## config.mk

```make
export PLATFORM = sky130hd
export DESIGN_NAME = utf8_to_code_point_decoder_flat
export DESIGN_NICKNAME = d
export VERILOG_FILES = /design/src/rtl/utf8d_pkg.sv /design/src/rtl/utf8d_byte_if.sv /design/src/rtl/utf8d_cp_if.sv /design/src/rtl/utf8d_in_stage.sv /design/src/rtl/utf8d_decode.sv /design/src/rtl/utf8d_out_stage.sv /design/src/rtl/utf8_to_code_point_decoder.sv /design/src/flat_wrapper.sv
export SDC_FILE = /design/constraint.sdc
export NUM_CORES = 1
export LEC_CHECK = 0
export ABC_AREA = 0
export BUFFER_PORTS_ARGS = -buffer_cell sky130_fd_sc_hd__buf_4
export CAP_MARGIN = 20
export CELL_PAD_IN_SITES_DETAIL_PLACEMENT = 1
export CELL_PAD_IN_SITES_GLOBAL_PLACEMENT = 1
export CORE_MARGIN = 3
export CORE_UTILIZATION = 43
export CTS_BUF_LIST = sky130_fd_sc_hd__clkbuf_8
export CTS_CLUSTER_SIZE = 40
export DETAILED_ROUTE_END_ITERATION = 10
export PLACE_DENSITY = 0.83
export REMOVE_ABC_BUFFERS = 1
export SYNTH_ARGS = -nofsm -noshare
export SYNTH_HDL_FRONTEND = slang
export SYNTH_HIERARCHICAL = 1
export SYNTH_SLANG_ARGS = --single-unit
export TNS_END_PERCENT = 5
```

## constraint.sdc

```tcl
create_clock -name clk -period 1.9 [get_ports clk]
set_input_delay 0.38 -clock clk [delete_from_list [all_inputs] [get_ports clk]]
set_output_delay 0.38 -clock clk [all_outputs]
set_load 0.01 [all_outputs]
```

## src/rtl/utf8d_pkg.sv

```systemverilog
package utf8d_pkg;

    localparam int unsigned BYTE_W = 8;
    localparam int unsigned CP_W   = 21;
    localparam int unsigned REM_W  = 2;

    localparam logic [BYTE_W-1:0] ASCII_MAX  = 8'h7F;
    localparam logic [BYTE_W-1:0] CONT_MASK  = 8'hC0;
    localparam logic [BYTE_W-1:0] CONT_CODE  = 8'h80;
    localparam logic [BYTE_W-1:0] LEAD2_MASK = 8'hE0;
    localparam logic [BYTE_W-1:0] LEAD2_CODE = 8'hC0;
    localparam logic [BYTE_W-1:0] LEAD3_MASK = 8'hF0;
    localparam logic [BYTE_W-1:0] LEAD3_CODE = 8'hE0;
    localparam logic [BYTE_W-1:0] LEAD4_MASK = 8'hF8;
    localparam logic [BYTE_W-1:0] LEAD4_CODE = 8'hF0;

    localparam logic [REM_W-1:0] REM_NONE = 2'd0;
    localparam logic [REM_W-1:0] REM_ONE  = 2'd1;
    localparam logic [REM_W-1:0] REM_TWO  = 2'd2;
    localparam logic [REM_W-1:0] REM_THREE = 2'd3;

    typedef struct packed {
        logic [BYTE_W-1:0] data_byte;
        logic              end_of_string;
    } utf8d_word_t;

    typedef struct packed {
        logic            emit;
        logic [CP_W-1:0] code_point;
    } utf8d_result_t;

endpackage

```

## src/rtl/utf8d_byte_if.sv

```systemverilog
interface utf8d_byte_if
    import utf8d_pkg::*;
();
    logic              valid;
    logic              ready;
    logic [BYTE_W-1:0] data_byte;
    logic              end_of_string;

    modport source (output valid, output data_byte, output end_of_string, input ready);
    modport sink (input valid, input data_byte, input end_of_string, output ready);
endinterface

```

## src/rtl/utf8d_cp_if.sv

```systemverilog
interface utf8d_cp_if
    import utf8d_pkg::*;
();
    logic            valid;
    logic            ready;
    logic [CP_W-1:0] code_point;

    modport source (output valid, output code_point, input ready);
    modport sink (input valid, input code_point, output ready);
endinterface

```

## src/rtl/utf8d_in_stage.sv

```systemverilog
module utf8d_in_stage
    import utf8d_pkg::*;
(
    input  logic        clk,
    input  logic        rst_n,
    input  logic        in_valid,
    output logic        in_ready,
    input  utf8d_word_t in_word,
    output logic        word_valid,
    output utf8d_word_t word,
    input  logic        advance
);

    logic        valid_reg;
    logic        valid_next;
    utf8d_word_t word_reg;
    logic        load;

    assign in_ready   = !valid_reg || advance;
    assign load       = in_valid && in_ready;
    assign valid_next = load ? 1'b1 : (advance ? 1'b0 : valid_reg);

    always_ff @(posedge clk or negedge rst_n)
    begin
        if (!rst_n)
        begin
            valid_reg <= 1'b0;
        end
        else
        begin
            valid_reg <= valid_next;
        end
    end

    always_ff @(posedge clk)
    begin
        if (load)
        begin
            word_reg <= in_word;
        end
    end

    assign word_valid = valid_reg;
    assign word       = word_reg;

endmodule

```

## src/rtl/utf8d_decode.sv

```systemverilog
module utf8d_decode
    import utf8d_pkg::*;
(
    input  logic          clk,
    input  logic          rst_n,
    input  logic          advance,
    input  utf8d_word_t   word,
    output utf8d_result_t result
);

    logic [REM_W-1:0] remaining_reg;
    logic [REM_W-1:0] remaining_next;
    logic [CP_W-1:0]  partial_reg;
    logic [CP_W-1:0]  partial_next;
    logic [BYTE_W-1:0] b;
    logic [REM_W-1:0] rem_calc;
    logic [CP_W-1:0]  part_calc;
    logic [CP_W-1:0]  shifted;

    assign b       = word.data_byte;
    assign shifted = {partial_reg[CP_W-7:0], b[5:0]};

    always_comb
    begin
        rem_calc          = remaining_reg;
        part_calc         = partial_reg;
        result.emit       = 1'b0;
        result.code_point = '0;
        if (remaining_reg != REM_NONE)
        begin
            if ((b & CONT_MASK) == CONT_CODE)
            begin
                rem_calc  = remaining_reg - REM_ONE;
                part_calc = shifted;
                if (remaining_reg == REM_ONE)
                begin
                    result.emit       = 1'b1;
                    result.code_point = shifted;
                    part_calc         = '0;
                end
            end
            else
            begin
                rem_calc  = REM_NONE;
                part_calc = '0;
            end
        end
        else if (b <= ASCII_MAX)
        begin
            result.emit       = 1'b1;
            result.code_point = {{(CP_W-BYTE_W){1'b0}}, b};
        end
        else if ((b & LEAD2_MASK) == LEAD2_CODE)
        begin
            rem_calc  = REM_ONE;
            part_calc = {{(CP_W-5){1'b0}}, b[4:0]};
        end
        else if ((b & LEAD3_MASK) == LEAD3_CODE)
        begin
            rem_calc  = REM_TWO;
            part_calc = {{(CP_W-4){1'b0}}, b[3:0]};
        end
        else if ((b & LEAD4_MASK) == LEAD4_CODE)
        begin
            rem_calc  = REM_THREE;
            part_calc = {{(CP_W-3){1'b0}}, b[2:0]};
        end
        if (word.end_of_string)
        begin
            rem_calc  = REM_NONE;
            part_calc = '0;
        end
    end

    assign remaining_next = advance ? rem_calc : remaining_reg;
    assign partial_next   = advance ? part_calc : partial_reg;

    always_ff @(posedge clk or negedge rst_n)
    begin
        if (!rst_n)
        begin
            remaining_reg <= REM_NONE;
            partial_reg   <= '0;
        end
        else
        begin
            remaining_reg <= remaining_next;
            partial_reg   <= partial_next;
        end
    end

endmodule

```

## src/rtl/utf8d_out_stage.sv

```systemverilog
module utf8d_out_stage
    import utf8d_pkg::*;
(
    input  logic            clk,
    input  logic            rst_n,
    input  logic            word_valid,
    input  utf8d_result_t   result,
    output logic            advance,
    output logic            out_valid,
    input  logic            out_ready,
    output logic [CP_W-1:0] code_point
);

    logic            valid_reg;
    logic            valid_next;
    logic [CP_W-1:0] cp_reg;
    logic            free;

    assign free       = !valid_reg || out_ready;
    assign advance    = word_valid && free;
    assign valid_next = advance ? result.emit : (valid_reg && !out_ready);

    always_ff @(posedge clk or negedge rst_n)
    begin
        if (!rst_n)
        begin
            valid_reg <= 1'b0;
        end
        else
        begin
            valid_reg <= valid_next;
        end
    end

    always_ff @(posedge clk)
    begin
        if (advance && result.emit)
        begin
            cp_reg <= result.code_point;
        end
    end

    assign out_valid  = valid_reg;
    assign code_point = cp_reg;

endmodule

```

## src/rtl/utf8_to_code_point_decoder.sv

```systemverilog
// UTF-8 to code point decoder.
// utf8_bytes carries one byte of a UTF-8 string per word, with end_of_string
// marking the last byte of a string. code_points carries one 21-bit code
// point per completed sequence; bytes that do not complete a sequence, and
// malformed bytes, produce no word.
// An accepted byte sits in the input register, is decoded and written into
// the result register once it is free, and its code point is then valid.
// Throughput: one byte per cycle while code_points does not stall, set by
// the single decode step between the input register and the result register.
// When code_points stalls, the result register holds its word and the input
// register still takes one more byte; after that utf8_bytes.ready drops until
// the result is taken.
// Reset clears both valid flags and the pending sequence state; the block
// takes a byte in the first cycle after reset is released.
module utf8_to_code_point_decoder
    import utf8d_pkg::*;
(
    input logic       clk,
    input logic       rst_n,
    utf8d_byte_if.sink  utf8_bytes,
    utf8d_cp_if.source  code_points
);

    utf8d_word_t   in_word;
    utf8d_word_t   word;
    logic          word_valid;
    logic          advance;
    utf8d_result_t result;

    assign in_word.data_byte     = utf8_bytes.data_byte;
    assign in_word.end_of_string = utf8_bytes.end_of_string;

    utf8d_in_stage u_in_stage (
        .clk        (clk),
        .rst_n      (rst_n),
        .in_valid   (utf8_bytes.valid),
        .in_ready   (utf8_bytes.ready),
        .in_word    (in_word),
        .word_valid (word_valid),
        .word       (word),
        .advance    (advance)
    );

    utf8d_decode u_decode (
        .clk     (clk),
        .rst_n   (rst_n),
        .advance (advance),
        .word    (word),
        .result  (result)
    );

    utf8d_out_stage u_out_stage (
        .clk        (clk),
        .rst_n      (rst_n),
        .word_valid (word_valid),
        .result     (result),
        .advance    (advance),
        .out_valid  (code_points.valid),
        .out_ready  (code_points.ready),
        .code_point (code_points.code_point)
    );

endmodule

```

## src/flat_wrapper.sv

```systemverilog
// flat-port wrapper written by rule: the top's interface ports become plain ports
module utf8_to_code_point_decoder_flat import utf8d_pkg::*;
  (clk, rst_n, utf8_bytes_valid, utf8_bytes_data_byte, utf8_bytes_end_of_string, utf8_bytes_ready, code_points_valid, code_points_code_point, code_points_ready);
  utf8d_byte_if utf8_bytes_i ();
  utf8d_cp_if code_points_i ();
  input logic clk;
  input logic rst_n;
  input wire logic [$bits(utf8_bytes_i.valid)-1:0] utf8_bytes_valid;
  input wire logic [$bits(utf8_bytes_i.data_byte)-1:0] utf8_bytes_data_byte;
  input wire logic [$bits(utf8_bytes_i.end_of_string)-1:0] utf8_bytes_end_of_string;
  output wire logic [$bits(utf8_bytes_i.ready)-1:0] utf8_bytes_ready;
  output wire logic [$bits(code_points_i.valid)-1:0] code_points_valid;
  output wire logic [$bits(code_points_i.code_point)-1:0] code_points_code_point;
  input wire logic [$bits(code_points_i.ready)-1:0] code_points_ready;
  assign utf8_bytes_i.valid = utf8_bytes_valid;
  assign utf8_bytes_i.data_byte = utf8_bytes_data_byte;
  assign utf8_bytes_i.end_of_string = utf8_bytes_end_of_string;
  assign utf8_bytes_ready = utf8_bytes_i.ready;
  assign code_points_valid = code_points_i.valid;
  assign code_points_code_point = code_points_i.code_point;
  assign code_points_i.ready = code_points_ready;
  utf8_to_code_point_decoder u_core (.clk(clk), .rst_n(rst_n), .utf8_bytes(utf8_bytes_i), .code_points(code_points_i));
endmodule
```

==> summary.md, run 1 <==
| Metric | Value |
|---|---|
| Leakage | `1.245 nW` |
| Post-DR vias/cell | `slightly above 5` |
| Design Area, Final | `between 0.002 and 0.003 mm^2` |
| Hold EP | `u_core/u_in_stage/word[2]` |
| Min-Delay Startpoint | `utf8_bytes_data_byte[1]` |
| Pwr Total | `about 3.6 mW` |
| VDD IR max | `0.6411 mV` |
| Reg2reg setup slack | `-0.11 ns` |
| Register clock-pin slew on the reported worst setup and hold paths | `0.09 ns` |
| First DRT Iteration DRCs | `118` |
| Detailed Routing Iterations Pass 1 | `4` |
| Critical Path Sink Type | `register` |
| Nets | `217` |
| Final Hold Fails | `0` |
| Layout Skew | `0.005779 ns` |
| Worst endpoint required time | `1.93 ns` |
| Sequential cell fraction of total power | `0.418` |
| RePlAce Congestion | `a little over 0.8` |
| I/O Buffers | `35` |
| Tcrit/Tclk final | `1.056` |
| # rows | `24` |
| Asr flop ratio synth | `0.3878` |
| Vias | `1,369` |
| Final WL | `~5 mm` |
| Ant. Diodes | `0` |
| Final critical-path required period | `approximately 2.0 ns` |
| Sw Ratio | `0.3034` |
| FF-to-FF Start | `u_core/u_decode/remaining_reg[0]` |
| Rel. slew slack | `0.6354` |
| Clock net sink count | `49` |
| Die area | `0.005766 mm^2` |
| Cells after Synth | `146` |
| H-Tree Level Count | `2` |
| #FFs+latches synth | `slightly below 50` |
| Die W | `about 76 um` |
| Int Pwr | `2.514 mW` |
| Sequential area share after synthesis | `0.6544` |
| Clock Power Share | `0.243` |
| Max FFs per register | `21` |
| I/O Pins | `36` |
| CP Launch Type | `register` |
| Root Buffer | `clkbuf_8` |
| Worst-Skew Late Latency | `0.30 ns` |
| Switching Power | `between 1 and 1.5 mW` |
| Max-cap violations | `0` |
| Worst min path class | `in -> reg` |
| Gate power share | `0.339` |
| R2R Path End | `u_core/u_out_stage/code_point[3]` |
| Avg Inst Size Synth | `14.41 um^2` |
| Number of global-route vias before repair | `1,521` |
| First-pass GRT wire length | `7.852 mm` |
| Die Ht | `around 76 um` |
| Initial antenna violation count | `0` |
| Synthesis Warnings | `6` |
| Global route total overflow | `0` |
| Initial Util | `0.4639` |
| Hold path depth | `1` |
| RSZ-0062 raised after global routing | `yes` |
| Placed cell areas | `0.002527 mm^2` |
| DR WL/cell | `18.88 um` |
| Post-synth top flop | `edfxtp_1` |
| Share of cells above drive strength 1 | `0.4236` |
| Final Setup Violations | `22` |
| CTS tree | `built` |
| Critical Path AT | `2.03 ns` |
| Post-route ant nets | `0` |
| Area Growth Syn to Fin | `32.42%` |
| Final WS setup | `-0.1072 ns` |
| Core Area | `0.004534 mm^2` |
| DP Wirelength | `3.353 mm` |
| Worst Hold Slack | `0.2497 ns` |
| EDFF count, synth | `30` |
| Fmax | `498.2 MHz` |
| DRC Markers | `0` |
| Mapped Area | `0.002103 mm^2` |
| Max Buffers Root-to-Sink | `2` |
| Pwr/cell area | `1296 mW/mm^2` |
| Status | `finished with violations` |
| Overall Global Routing Usage | `0.1765` |
| Slew @ Worst Pin | `~0.54 ns` |
| Fillers | `451` |
| Failing checks | `setup timing` |
| Worst R2R Path Depth | `8` |
| CTS Buf Count | `5` |
| Post-synthesis cell type count | `32` |
| Critical path class | `reg -> reg` |
| Crit Path Max Fanout | `5` |
| Largest net degree at the start of global routing | `22` |
| Pins Over Slew Limit | `0` |
-- worst max-delay path by stage --
stage,depth (start not counted),start,end,slack (ns)
after floorplan,7,u_core/u_decode/remaining_reg[0],u_core/u_out_stage/code_point[0],-0.18
after detailed placement,9,u_core/u_decode/remaining_reg[0],u_core/u_out_stage/code_point[19],-0.04
final,8,u_core/u_decode/remaining_reg[0],u_core/u_out_stage/code_point[3],-0.11
after global routing,8,u_core/u_decode/remaining_reg[0],u_core/u_out_stage/code_point[3],-0.14
after global placement,9,u_core/u_decode/remaining_reg[0],u_core/u_out_stage/code_point[10],0.10
after CTS,9,u_core/u_decode/remaining_reg[1],u_core/u_out_stage/code_point[18],0.02
-- power by group through the flow --
stage               Combinational (mW)  Clock (mW)  Sequential, mW
floorplan                        0.493           0            1.54
global placement                 0.946           0            1.50
detailed placement                1.01           0            1.52
CTS                               1.06       0.885            1.50
global route                      1.31       0.929            1.54
finish                            1.22       0.877            1.51
-- cell type report --
type                       instances  area (um^2)  area share
clock buffer                       5        68.82     0.02471
inverter                          11        41.29     0.01482
timing repair buffer              52        439.2      0.1577
multi-input combinational         83        713.2      0.2561
sequential                        49         1376      0.4942
clock inverter                     3        65.06     0.02336
tap                               65        81.33     0.02920
-- layout by cell type (no fill, tap or decap), types with 2 or more instances in the layout --
master     Yosys  routed
buf_4          0      47
edfxtp_1      30      30
dfrtp_1       19      19
and2_1        14      14
mux2_2        11      11
and3_1        10      10
inv_1         11       8
nor2b_1        8       7
clkbuf_8       0       5
mux2i_1        5       5
nand2_1        5       4
inv_2          0       3
o21ai_0        3       3
bufinv_16      0       2
nor2b_4        1       2
nor3b_1        2       2
nor2_1         3       2
o221ai_1       2       2
nand2b_1       2       2
ha_4           0       2
buf_12         0       2
nand2b_4       2       2
and2_4         2       2
-- cell families after synthesis --
kind of cell	count (synthesis)	share of synthesized area
DFF	49	0.6544
buffers and inverters	14	0.02915
muxes	16	0.08269
and+or+nand+nor	55	0.1785
adders and majority gates	2	0.01190
AOI/OAI and AO/OA	10	0.04343
-- worst max-delay path: stages (launching register included) --
cell       delay, ns
dfrtp_1         0.44
inv_2           0.08
ha_4            0.18
and4bb_2        0.37
nor2_4          0.05
inv_2           0.07
nand2_4         0.06
nor2b_4         0.25
clkbuf_16       0.20
-- per-stage QoR --
step	cells	setup WS (ns)	util	setup TNS (ns)
after floorplan	143	-0.1821	-	-5.659
after global placement	253	0.1040	0.5574	0
after detailed placement	253	-0.03609	0.5574	-0.7304
after CTS	262	0.01651	0.5924	0
after global routing	268	-0.1431	0.6142	-2.638
final	268	-0.1072	0.6142	-1.735
-- layer usage --
layer	share of wire	GRT usage
met1	0.39	0.1864
met2	0.55	0.3271
met3	0.042	0.04265
met4	0.020	0.08514
met5	0	0
-- timing repair --
action	CTS	global route
resized for setup	4	9
setup buffers	0	4
hold endpoints to repair	19	0
pin swaps	0	3
cloned	0	2
endpoints found under the setup margin	32	21
hold buffers	1	0
-- synthesized netlist by cell type (3+ instances only) --
cell type	count	area share
nand2_1	5	0.0089
mux2_2	11	0.059
dfrtp_1	19	0.23
nor2b_1	8	0.024
inv_1	11	0.020
mux2i_1	5	0.024
and3_1	10	0.030
and2_1	14	0.042
nor2_1	3	0.0054
o21ai_0	3	0.0071
edfxtp_1	30	0.43
No activity file was read; power rests on OpenSTA's default activity.
==> run 2, diff against run 1 <==
--- a/config.mk
+++ b/config.mk
@@ -16,6 +16,7 @@
 export CTS_CLUSTER_SIZE = 40
 export DETAILED_ROUTE_END_ITERATION = 10
 export PLACE_DENSITY = 0.83
+export RECOVER_POWER = 100
 export REMOVE_ABC_BUFFERS = 1
 export SYNTH_ARGS = -nofsm -noshare
 export SYNTH_HDL_FRONTEND = slang
==> run 2 against run 1 <==
The run still ends with setup timing left. Clock power hardly changed. Combinational power hardly changed. Routed wire length hardly changed. Hold slack better by 0.023 ns. Final cell count stayed put. Utilization is 0.083 points lower. Sequential power hardly changed. Fmax is 0.27% lower. Power hardly changed. Critical endpoint unchanged. Largest cell class unchanged. Highest routed layer unchanged.
==> summary.md, run 2 (synthesis gave the netlist of run 1 again) <==
| Metric | Value |
|---|---|
| Final WS setup | `-0.1126 ns` |
| RSZ-0062 raised after global routing | `yes` |
| Placed cell areas | `0.002527 mm^2` |
| Largest net degree at the start of global routing | `22` |
| DR WL/cell | `18.90 um` |
| Worst-Skew Late Latency | `about 0.3 ns` |
| Final Setup Violations | `22` |
| CP Launch Type | `register` |
| Critical Path AT | `2.04 ns` |
| CTS Buf Count | `5` |
| RePlAce Congestion | `0.8109` |
| Commonest non-fill, non-tap cell in the layout | `buf_4` |
| Fmax | `496.9 MHz` |
| Worst endpoint required time | `1.93 ns` |
| Pwr/cell area | `roughly 1300 mW/mm^2` |
| Vias | `1,372` |
| Setup Total Neg Slack | `-1.821 ns` |
| I/O Pins | `36` |
| Number of global-route vias before repair | `1,521` |
| Layout Skew | `approximately 0.0064 ns` |
| H-Tree Level Count | `2` |
| Ant. Diodes | `0` |
| Core Util, Final | `0.6134` |
| Status | `finished with violations` |
| DRC Markers | `0` |
| # rows | `24` |
| Fin cells | `268` |
| Max FFs per register | `21` |
| Rel. slew slack | `0.2532` |
| Cell mode on critical path | `inv_2` |
| Global route total overflow | `0` |
| Max Buffers Root-to-Sink | `2` |
| Failing checks | `setup timing` |
| Die area | `0.005766 mm^2` |
| I/O Buffers | `35` |
| Max-cap violations | `0` |
| Nets | `around 220` |
| Core Area | `between 0.004 and 0.005 mm^2` |
| CTS tree | `built` |
| Most frequent cells in the layout | `37 x buf_4, 30 x edfxtp_1, 19 x dfrtp_1` |
| Share of cells above drive strength 1 | `0.4187` |
| Die W | `75.94 um` |
| Dpl cells | `approximately 250` |
| Pins Over Slew Limit | `0` |
| Critical path class | `reg -> reg` |
| Post-route ant nets | `0` |
| Die Ht | `75.94 um` |
| Tcrit/Tclk final | `1.059` |
| Final WL | `between 5 and 6 mm` |
| CP max-delay cell | `dfrtp_1` |
| Largest stage delay on the critical path | `~0.44 ns` |
| Post-DR vias/cell | `5.119` |
| Overall Global Routing Usage | `0.1765` |
| Pwr Total | `3.608 mW` |
| Leakage | `1.240 nW` |
| Worst-path cell chain | `inv_2 -> ha_4 -> and4bb_2 -> nor2_4 -> inv_2 -> nand2_4 -> nor2b_4 -> clkbuf_16` |
| Clock net sink count | `49` |
| VDD IR max | `0.6411 mV` |
| Initial Util | `0.4639` |
| Initial antenna violation count | `0` |
| First DRT Iteration DRCs | `between 100 and 150` |
| Detailed Routing Iterations Pass 1 | `4` |
| Register clock-pin slew on the reported worst setup and hold paths | `0.09 ns` |
| Slew @ Worst Pin | `~1.1 ns` |
| Area Growth Syn to Fin | `32.24%` |
| Design Area, Final | `0.002781 mm^2` |
| Final critical-path required period | `2.013 ns` |
| First-pass GRT wire length | `7.852 mm` |
| Worst min path class | `in -> reg` |
| Final Hold Fails | `0` |
| Critical Path Sink Type | `register` |
| DP Wirelength | `about 3.4 mm` |
| Crit Path Max Fanout | `5` |
| Root Buffer | `clkbuf_8` |
==> run 2: final cells by class <==
type                            count  area, um^2
Tap cell                           65       81.33
Clock inverter                      3       65.06
Clock buffer                        5       68.82
Fill cell                         450        1753
Sequential cell                    49        1376
Multi-Input combinational cell     83       713.2
Inverter                           11       41.29
Timing Repair Buffer               52       435.4
==> run 2: repair_timing <==
action / CTS / global route
cloned: 0 / 2
hold endpoints to repair: 19 / 0
endpoints found under the setup margin: 32 / 21
gates resized for setup: 4 / 9
pin swaps: 0 / 3
hold buffers: 1 / 0
setup buffers: 0 / 4
==> run 2: report_power, final <==
| group | switching, mW | internal, mW | leakage, nW |
|---|---|---|---|
| combinational | 0.607 | 0.613 | 0.632 |
| clock | 0.354 | 0.523 | 0.0681 |
| sequential | 0.135 | 1.38 | 0.540 |
| total | 1.10 | 2.51 | 1.24 |
==> run 2: per-stage QoR <==
stage / hold slack, ns / setup WS, ns
after floorplan: 0.08441 / -0.1821
after global placement: 0.2711 / 0.1040
after detailed placement: 0.2772 / -0.03609
after CTS: 0.2399 / 0.01651
after global routing: 0.2585 / -0.1431
final: 0.2722 / -0.1126
==> run 2: path summary, 6_finish.rpt <==
kind	to	start	cells after the start	slack (ns)
max reg2reg	u_core/u_out_stage/code_point[3]	u_core/u_decode/remaining_reg[0]	8	-0.11
min in group asynchronous	u_core/u_decode/partial_reg[12]	rst_n	2	0.81
max in group asynchronous	u_core/u_out_stage/out_valid	rst_n	2	0.42
max	u_core/u_out_stage/code_point[3]	u_core/u_decode/remaining_reg[0]	8	-0.11
min	u_core/u_in_stage/word[2]	utf8_bytes_data_byte[1]	1	0.27
min reg2reg	u_core/u_decode/partial_reg[14]	u_core/u_decode/partial_reg[14]	1	0.51
==> run 2: worst max-delay path: cells and delay by family (launching register included) <==
family,cells,cell delay [ns]
adder cells (fa/ha/maj),1,0.18
buffers and inverters,3,0.36
flip-flops,1,0.44
AND/OR/NAND/NOR,4,0.73
==> run 2: layer usage <==
layer,up-vias,track usage,share of wire
met1,695,0.1864,0.39
met5,-,0,0
met2,33,0.3271,0.55
met4,0,0.08514,0.020
li1,632,-,-
met3,12,0.04265,0.044
